File: src/rtl/lct_pkg.sv
// lct_pkg: shared types and constants for the LFU cache table unit.
// Used by lct_ctrl, lct_datapath, lct_checker and the top level; no dependencies.
`default_nettype none

package lct_pkg;

	localparam int ENTRIES_DEF = 16;
	localparam int KEY_W       = 32;
	localparam int VAL_W       = 32;
	localparam int CNT_W       = 16;
	localparam int STAMP_W     = 32;
	localparam int CAP_W       = 5;

	localparam logic [CAP_W-1:0] CAP_RESET = 5'd16;
	localparam logic [CNT_W-1:0] CNT_MAX   = '1;

	typedef enum logic [0:0] {
		MODE_GET = 1'b0,
		MODE_PUT = 1'b1
	} mode_t;

	typedef enum logic [2:0] {
		ST_IDLE,
		ST_SCAN,
		ST_DRAIN,
		ST_COMMIT,
		ST_DELIVER
	} state_t;

	typedef struct packed {
		logic load_req;
		logic issue;
		logic commit;
		logic deliver;
	} cmd_t;

	typedef struct packed {
		logic scan_last;
		logic out_free;
	} status_t;

endpackage

`default_nettype wire

File: src/rtl/lct_ctrl.sv
// lct_ctrl: request sequencer for the LFU cache table unit.
// Depends on lct_pkg (state_t, cmd_t, status_t).
`default_nettype none

module lct_ctrl (
	input  wire                  clk,
	input  wire                  arst_n,
	input  wire                  in_valid,
	output logic                 in_stall,
	input  lct_pkg::status_t     status,
	output lct_pkg::cmd_t        cmd
);

	lct_pkg::state_t state_q, state_d;

	always_ff @(posedge clk or negedge arst_n) begin
		if (!arst_n) begin
			state_q <= lct_pkg::ST_IDLE;
		end else begin
			state_q <= state_d;
		end
	end

	always_comb begin
		state_d = state_q;
		unique case (state_q)
			lct_pkg::ST_IDLE: begin
				if (in_valid) state_d = lct_pkg::ST_SCAN;
			end
			lct_pkg::ST_SCAN: begin
				if (status.scan_last) state_d = lct_pkg::ST_DRAIN;
			end
			lct_pkg::ST_DRAIN: begin
				state_d = lct_pkg::ST_COMMIT;
			end
			lct_pkg::ST_COMMIT: begin
				state_d = lct_pkg::ST_DELIVER;
			end
			lct_pkg::ST_DELIVER: begin
				if (status.out_free) state_d = lct_pkg::ST_IDLE;
			end
			default: begin
				state_d = lct_pkg::ST_IDLE;
			end
		endcase
	end

	always_comb begin
		cmd      = '0;
		in_stall = 1'b1;
		unique case (state_q)
			lct_pkg::ST_IDLE: begin
				in_stall     = 1'b0;
				cmd.load_req = in_valid;
			end
			lct_pkg::ST_SCAN: begin
				cmd.issue = 1'b1;
			end
			lct_pkg::ST_DRAIN: begin
			end
			lct_pkg::ST_COMMIT: begin
				cmd.commit = 1'b1;
			end
			lct_pkg::ST_DELIVER: begin
				cmd.deliver = status.out_free;
			end
			default: begin
			end
		endcase
	end

endmodule

`default_nettype wire

File: src/rtl/lct_datapath.sv
// lct_datapath: entry memories, scan compare, victim search, write-back and output register.
// Depends on lct_pkg; driven by lct_ctrl through cmd_t / status_t.
`default_nettype none

module lct_datapath #(
	parameter int ENTRIES = lct_pkg::ENTRIES_DEF
) (
	input  wire                                  clk,
	input  wire                                  arst_n,
	input  wire                                  cfg_we,
	input  wire        [lct_pkg::CAP_W-1:0]      cfg_data,
	input  wire                                  mode,
	input  wire        [lct_pkg::KEY_W-1:0]      key,
	input  wire signed [lct_pkg::VAL_W-1:0]      value,
	input  wire                                  out_stall,
	output logic                                 out_valid,
	output logic                                 hit,
	output logic signed [lct_pkg::VAL_W-1:0]     read_value,
	input  lct_pkg::cmd_t                        cmd,
	output lct_pkg::status_t                     status
);

	localparam int IDX_W = $clog2(ENTRIES);
	localparam int OCC_W = $clog2(ENTRIES + 1);
	localparam int CMP_W = (OCC_W > lct_pkg::CAP_W) ? OCC_W : lct_pkg::CAP_W;

	logic        [lct_pkg::KEY_W-1:0]   mem_key   [ENTRIES];
	logic signed [lct_pkg::VAL_W-1:0]   mem_value [ENTRIES];
	logic        [lct_pkg::CNT_W-1:0]   mem_cnt   [ENTRIES];
	logic        [lct_pkg::STAMP_W-1:0] mem_stamp [ENTRIES];

	logic [ENTRIES-1:0]            valid_q;
	logic [OCC_W-1:0]              occ_q;
	logic [lct_pkg::STAMP_W-1:0]   clock_q;
	logic [lct_pkg::CAP_W-1:0]     cap_q;

	logic                          mode_q;
	logic [lct_pkg::KEY_W-1:0]     key_q;
	logic signed [lct_pkg::VAL_W-1:0] value_q;

	logic [IDX_W-1:0]              scan_q;
	logic                          pipe_v_s1;
	logic                          vld_s1;
	logic [IDX_W-1:0]              idx_s1;
	logic [lct_pkg::KEY_W-1:0]     rd_key_s1;
	logic signed [lct_pkg::VAL_W-1:0] rd_value_s1;
	logic [lct_pkg::CNT_W-1:0]     rd_cnt_s1;
	logic [lct_pkg::STAMP_W-1:0]   rd_stamp_s1;

	logic                          hit_q;
	logic [IDX_W-1:0]              slot_q;
	logic signed [lct_pkg::VAL_W-1:0] hit_val_q;
	logic [lct_pkg::CNT_W-1:0]     hit_cnt_q;
	logic                          free_q;
	logic [IDX_W-1:0]              free_slot_q;
	logic                          vic_q;
	logic [IDX_W-1:0]              vic_slot_q;
	logic [lct_pkg::CNT_W-1:0]     vic_cnt_q;
	logic [lct_pkg::STAMP_W-1:0]   vic_stamp_q;

	logic                          res_hit_q;
	logic signed [lct_pkg::VAL_W-1:0] res_val_q;
	logic                          out_valid_q;
	logic                          out_hit_q;
	logic signed [lct_pkg::VAL_W-1:0] out_val_q;

	logic [CMP_W-1:0]              cap_ext, eff_cap, occ_ext;
	logic                          full, use_victim, is_put;
	logic                          key_match, better;
	logic                          wr_en, ins_en;
	logic [IDX_W-1:0]              wr_slot;
	logic [lct_pkg::CNT_W-1:0]     wr_cnt;
	logic signed [lct_pkg::VAL_W-1:0] wr_val;

	// config register
	always_ff @(posedge clk or negedge arst_n) begin
		if (!arst_n) begin
			cap_q <= lct_pkg::CAP_RESET;
		end else if (cfg_we) begin
			cap_q <= cfg_data;
		end
	end

	always_comb begin
		cap_ext = CMP_W'(cap_q);
		occ_ext = CMP_W'(occ_q);
		if (cap_q == '0) begin
			eff_cap = CMP_W'(1);
		end else if (cap_ext > CMP_W'(ENTRIES)) begin
			eff_cap = CMP_W'(ENTRIES);
		end else begin
			eff_cap = cap_ext;
		end
		full       = (occ_ext >= eff_cap);
		use_victim = full || !free_q;
		is_put     = (mode_q == lct_pkg::MODE_PUT);

		key_match = vld_s1 && (rd_key_s1 == key_q);
		better    = !vic_q || (rd_cnt_s1 < vic_cnt_q) ||
			((rd_cnt_s1 == vic_cnt_q) && (rd_stamp_s1 < vic_stamp_q));

		wr_en   = cmd.commit && (hit_q || is_put);
		ins_en  = cmd.commit && !hit_q && is_put;
		wr_slot = hit_q ? slot_q : (use_victim ? vic_slot_q : free_slot_q);
		if (!hit_q) begin
			wr_cnt = lct_pkg::CNT_W'(1);
		end else if (hit_cnt_q == lct_pkg::CNT_MAX) begin
			wr_cnt = hit_cnt_q;
		end else begin
			wr_cnt = hit_cnt_q + lct_pkg::CNT_W'(1);
		end
		wr_val = is_put ? value_q : hit_val_q;
	end

	// request capture
	always_ff @(posedge clk) begin
		if (cmd.load_req) begin
			mode_q  <= mode;
			key_q   <= key;
			value_q <= value;
		end
	end

	// entry memories: one read port for the scan, one write port for commit
	always_ff @(posedge clk) begin
		if (wr_en) begin
			mem_key[wr_slot]   <= key_q;
			mem_value[wr_slot] <= wr_val;
			mem_cnt[wr_slot]   <= wr_cnt;
			mem_stamp[wr_slot] <= clock_q;
		end
		if (cmd.issue) begin
			rd_key_s1   <= mem_key[scan_q];
			rd_value_s1 <= mem_value[scan_q];
			rd_cnt_s1   <= mem_cnt[scan_q];
			rd_stamp_s1 <= mem_stamp[scan_q];
			vld_s1      <= valid_q[scan_q];
			idx_s1      <= scan_q;
		end
	end

	always_ff @(posedge clk or negedge arst_n) begin
		if (!arst_n) begin
			scan_q    <= '0;
			pipe_v_s1 <= 1'b0;
			hit_q     <= 1'b0;
			free_q    <= 1'b0;
			vic_q     <= 1'b0;
		end else begin
			pipe_v_s1 <= cmd.issue;
			if (cmd.load_req) begin
				scan_q <= '0;
				hit_q  <= 1'b0;
				free_q <= 1'b0;
				vic_q  <= 1'b0;
			end else begin
				if (cmd.issue) scan_q <= scan_q + IDX_W'(1);
				if (pipe_v_s1) begin
					if (!hit_q && key_match) hit_q <= 1'b1;
					if (!vld_s1 && !free_q) free_q <= 1'b1;
					if (vld_s1 && better) vic_q <= 1'b1;
				end
			end
		end
	end

	always_ff @(posedge clk) begin
		if (pipe_v_s1) begin
			if (!hit_q && key_match) begin
				slot_q    <= idx_s1;
				hit_val_q <= rd_value_s1;
				hit_cnt_q <= rd_cnt_s1;
			end
			if (!vld_s1 && !free_q) free_slot_q <= idx_s1;
			if (vld_s1 && better) begin
				vic_slot_q  <= idx_s1;
				vic_cnt_q   <= rd_cnt_s1;
				vic_stamp_q <= rd_stamp_s1;
			end
		end
	end

	// occupancy, valid bits, access clock
	always_ff @(posedge clk or negedge arst_n) begin
		if (!arst_n) begin
			valid_q <= '0;
			occ_q   <= '0;
			clock_q <= '0;
		end else begin
			if (wr_en) clock_q <= clock_q + lct_pkg::STAMP_W'(1);
			if (ins_en) begin
				valid_q[wr_slot] <= 1'b1;
				if (!use_victim) occ_q <= occ_q + OCC_W'(1);
			end
		end
	end

	// result and output register
	always_ff @(posedge clk) begin
		if (cmd.commit) begin
			res_hit_q <= hit_q;
			res_val_q <= (!is_put && hit_q) ? hit_val_q : '0;
		end
		if (cmd.deliver) begin
			out_hit_q <= res_hit_q;
			out_val_q <= res_val_q;
		end
	end

	always_ff @(posedge clk or negedge arst_n) begin
		if (!arst_n) begin
			out_valid_q <= 1'b0;
		end else if (cmd.deliver) begin
			out_valid_q <= 1'b1;
		end else if (!out_stall) begin
			out_valid_q <= 1'b0;
		end
	end

	assign out_valid        = out_valid_q;
	assign hit              = out_hit_q;
	assign read_value       = out_val_q;
	assign status.scan_last = (scan_q == IDX_W'(ENTRIES - 1));
	assign status.out_free  = !out_valid_q || !out_stall;

endmodule

`default_nettype wire

File: src/rtl/lfu_cache_table_unit.sv
// lfu_cache_table_unit: fully associative LFU key-value cache with LRU tie break.
// Depends on lct_pkg, lct_ctrl and lct_datapath.
//
//   channel   signals                       dir   accepted when
//   in        in_valid in_stall mode key value   in    in_valid && !in_stall
//   out       out_valid out_stall hit read_value out   out_valid && !out_stall
//   cfg       cfg_we cfg_data                 in    cfg_we
//
// A request is accepted in the idle state, then every entry is read once through the single
// read port of the entry memory in the scan state, followed by the drain, commit and
// deliver states; deliver waits while out_stall holds a previous result.
// One request is in flight at a time; in_stall is low only when idle.
// The next request is accepted while a result waits on out_stall.
// Reset empties the table at once; no clearing pass.
`default_nettype none

module lfu_cache_table_unit #(
	parameter int ENTRIES = lct_pkg::ENTRIES_DEF
) (
	input  wire                                  clk,
	input  wire                                  arst_n,
	input  wire                                  cfg_we,
	input  wire        [lct_pkg::CAP_W-1:0]      cfg_data,
	input  wire                                  in_valid,
	output logic                                 in_stall,
	input  wire                                  mode,
	input  wire        [lct_pkg::KEY_W-1:0]      key,
	input  wire signed [lct_pkg::VAL_W-1:0]      value,
	output logic                                 out_valid,
	input  wire                                  out_stall,
	output logic                                 hit,
	output logic signed [lct_pkg::VAL_W-1:0]     read_value
);

	lct_pkg::cmd_t    cmd;
	lct_pkg::status_t status;

	lct_ctrl u_ctrl (
		.clk      (clk),
		.arst_n   (arst_n),
		.in_valid (in_valid),
		.in_stall (in_stall),
		.status   (status),
		.cmd      (cmd)
	);

	lct_datapath #(
		.ENTRIES (ENTRIES)
	) u_dp (
		.clk        (clk),
		.arst_n     (arst_n),
		.cfg_we     (cfg_we),
		.cfg_data   (cfg_data),
		.mode       (mode),
		.key        (key),
		.value      (value),
		.out_stall  (out_stall),
		.out_valid  (out_valid),
		.hit        (hit),
		.read_value (read_value),
		.cmd        (cmd),
		.status     (status)
	);

endmodule

`default_nettype wire

File: config.mk
export PLATFORM = sky130hd
export DESIGN_NAME = lfu_cache_table_unit
export DESIGN_NICKNAME = d
export VERILOG_FILES = /design/src/rtl/lct_pkg.sv /design/src/rtl/lct_ctrl.sv /design/src/rtl/lct_datapath.sv /design/src/rtl/lfu_cache_table_unit.sv
export SDC_FILE = /design/constraint.sdc
export NUM_CORES = 2
export LEC_CHECK = 0
export CAP_MARGIN = 20
export CORE_MARGIN = 10
export CORE_UTILIZATION = 40
export CTS_CLUSTER_DIAMETER = 50
export CTS_CLUSTER_SIZE = 24
export DETAILED_ROUTE_END_ITERATION = 10
export DONT_BUFFER_PORTS = 1
export PLACE_DENSITY_LB_ADDON = 0.2
export SLEW_MARGIN = 15
export SYNTH_ARGS = -nofsm -noshare
export SYNTH_HDL_FRONTEND = slang
export SYNTH_SLANG_ARGS = --single-unit
File: constraint.sdc
create_clock -name clk -period 32.4 [get_ports clk]
set_clock_uncertainty 0.15 [all_clocks]
set_input_delay 3.24 -clock clk [delete_from_list [all_inputs] [get_ports clk]]
set_output_delay 3.24 -clock clk [all_outputs]
set_load 0.01 [all_outputs]
==> metrics.txt <==
run status=finished clean; critical path class=register to register; most frequent cells in the layout=2,148 x edfxtp_1, 565 x mux4_2, 199 x clkbuf_16; met2 WL=95,800 um; xor/xnor cell area share of the yosys netlist=0.814%; Worst Path Arrival=6.03 ns; LEAKAGE=30.0 nW; Rows=168; syn_nets=3,660; Area Overhead vs Synth=13.0%; highest routed layer=met4; largest net degree at the start of global routing=156; # H-tree levels=4; CTS tree=built; starting density of the core=40.1%; routed wl met3=9000 um; vias in the first global route=38.4k; Setup Viol. Count Final=0; Non-Filler Instances=6,648; die width=478 um; Worst IR Drop VDD=0.0000582 V; drt first pass iters=5; placed inst area=0.0876 mm2; main combinational cell family by area after synthesis=multiplexers; first-pass GRT wire length=281,000 um; Routed WL=193,000 um; Post-CTS Setup Bufs=0; Post-synth EDFFs=2,148; total CTS buffers=197; Root Buffer=clkbuf_16; Main synth FF type=edfxtp_1; Syn Inst Count=3,529; initial antenna violation count=4; total gr overflow=0; RSZ-0062 raised after global routing=false; Vias/cell=5.50; clk buf depth=3; IO buf count=0; clock share of power=33.5%; Synth Register Bits=2,218; Synth cell types=57; Skew-Pair Late Insertion Delay=0.86 ns; Psw=2.09 mW; logic gate share of total power=19.6%; core area=0.209 mm2; Core Util, Final=45.3%; critical path capture point type=register; DR DRC count=0; layout cell share with drive strength beyond 1=28.4%; Max FO, Critical Path=42; Die Y=478 um; Hold Slack=0.263 ns; most common cell after layout, fill and taps aside=edfxtp_1; final instance area=0.0948 mm2; total power=7.53 mW; die area=0.228 mm2; fin nets=3,796; Critical Path Start Type=register; met1 wire length=84,300 um; Tightest Pin Transition=1.18 ns; sw frac=27.7%; gpl congestion=0.718; post-synthesis mux area share=15.8%; Syn Area/Cell=23.8 um2; post-synthesis compound-gate area fraction=0.895%; Slew Viols, Final=0; critical path data required time=32.70 ns; fmax=0.175 GHz; async set or reset register ratio after synthesis=3.16%; ANT nets after route=0; final hold violations=0; # IOs=110; clock sink count=2,218; Initial DRC Count=3,389; Post-Syn Area=0.0839 mm2; PD cells=79.4 mW/mm2; post_cts resized=0; Global Route Usage Sum=16.8%; Clock transition at path regs=0.08 ns; via count=36.6k; max-cap violations=0; Setup WS post-layout=26.67 ns; post-DP HPWL=95,000 um; sequential area share after synthesis=79.0%; DP Worst Slack=26.53 ns; minimum clock period=5.73 ns; Seq pwr share=46.9%; Final period util=17.7%; routed wire length per instance=29.1 um; Cell Int Power=5.44 mW; yosys synthesis warning count=0; adder-cell share of the synthesized area=0.835%; HP Class=register to register; cts hold-fix bufs=0; r2r setup slk=26.67 ns; setup TNS=0 ns; relative slew slack=21.5%; Inst Count DP=6,270; Synth Area in Simple Gates=1.49%
cells in the mapped netlist, types with 2 or more instances:
cell,number,share of area [%]
inv_1,77,0.34
nand4b_1,2,0.021
a21boi_0,5,0.045
o21ai_0,18,0.11
a2bb2oi_1,2,0.021
a21oi_1,21,0.13
xor2_1,50,0.52
mux4_2,565,15
a2111oi_0,4,0.042
dfrtp_1,69,2.1
nand4_1,19,0.14
a31oi_1,6,0.045
o211ai_1,5,0.045
nand3b_1,2,0.018
nand3_1,19,0.11
o41ai_1,8,0.084
nor2_1,42,0.19
o21ai_1,2,0.012
edfxtp_1,2148,77
a211o_1,3,0.031
o31ai_1,10,0.089
clkbuf_1,70,0.31
nor2b_1,3,0.022
mux2i_1,8,0.095
a21o_1,6,0.054
nor4_1,17,0.13
nand2b_1,3,0.022
nor3b_1,33,0.30
and3_1,11,0.082
and4_1,5,0.052
and2_1,7,0.052
buf_6,8,0.11
ha_1,56,0.84
mux2_2,40,0.54
buf_2,57,0.34
nand2_1,36,0.16
buf_1,16,0.072
nor4_2,2,0.030
a211oi_1,12,0.11
xnor2_1,28,0.29
o2111ai_1,2,0.021
nor3_1,17,0.10
flip-flops by register name, indices dropped and copies added (netlist names), 32 cells and up:
| name | flops |
|---|---|
| u_dp.read_value | 32 |
| u_dp.rd_value_s1 | 32 |
| u_dp.rd_key_s1 | 32 |
| u_dp.mem_cnt | 256 |
| u_dp.mem_stamp | 512 |
| u_dp.mem_key | 512 |
| u_dp.res_val_q | 32 |
| u_dp.rd_stamp_s1 | 32 |
| u_dp.clock_q | 32 |
| u_dp.hit_val_q | 32 |
| u_dp.key_q | 32 |
| u_dp.mem_value | 512 |
| u_dp.vic_stamp_q | 32 |
| u_dp.value_q | 32 |
path summary, 6_finish.rpt:
check	startpoint	end	cells after the start
worst max-delay path	u_ctrl.state_q[2]	u_dp.mem_key[1][8]	9
worst min-delay path	u_dp.rd_value_s1[10]	u_dp.hit_val_q[10]	0
worst max register to register	u_ctrl.state_q[2]	u_dp.mem_key[1][8]	9
worst min register to register	u_dp.rd_value_s1[10]	u_dp.hit_val_q[10]	0
max in group asynchronous	arst_n	u_dp.cap_ext[4]	0
min in group asynchronous	arst_n	u_dp.cap_ext[2]	0
critical path, cell delays in order, from the launching register on:
cell,delay [ns]
dfrtp_1,0.44
nand3b_2,0.39
inv_2,0.11
buf_4,0.54
nand3_2,0.34
a211o_1,0.69
a211oi_4,0.35
buf_4,0.55
buf_4,0.83
buf_4,0.89
power groups by stage:
stage	registers, mW	clock network (mW)	logic, mW
6_report	3.53	2.52	1.48
4_1_cts	3.53	2.59	1.52
3_3_place_gp	3.60	0	1.51
2_1_floorplan	3.51	0	1.19
5_1_grt	3.55	2.69	1.61
3_5_place_dp	3.59	0	1.52
per-layer routing:
| metal | global-route usage, % | vias to the layer above |
|---|---|---|
| li1 | - | 15300 |
| met1 | 23.5 | 20100 |
| met2 | 27.5 | 925 |
| met3 | 2.64 | 267 |
| met4 | 4.36 | 0 |
| met5 | 0 | - |
kinds of logic (layout without fill, tap and decap cells):
kind of cell	after synthesis	after routing
flip-flops	2218	2218
multiplexers	613	613
buffers and inverters	229	540
AND/OR/NAND/NOR	225	225
AO/OA/AOI/OAI	110	110
XOR/XNOR	78	78
adder cells (fa/ha/maj)	56	56
other	0	3
cell type report:
cell class | instances | area [um2]
Tap cell | 2805 | 3510
Multi-Input combinational cell | 1082 | 16800
Antenna cell | 3 | 7.51
Clock buffer | 206 | 5020
Clock inverter | 168 | 2110
Inverter | 78 | 293
Fill cell | 17200 | 114000
Timing Repair Buffer | 88 | 746
Sequential cell | 2218 | 66300
(Power assumes the default switching activity.)
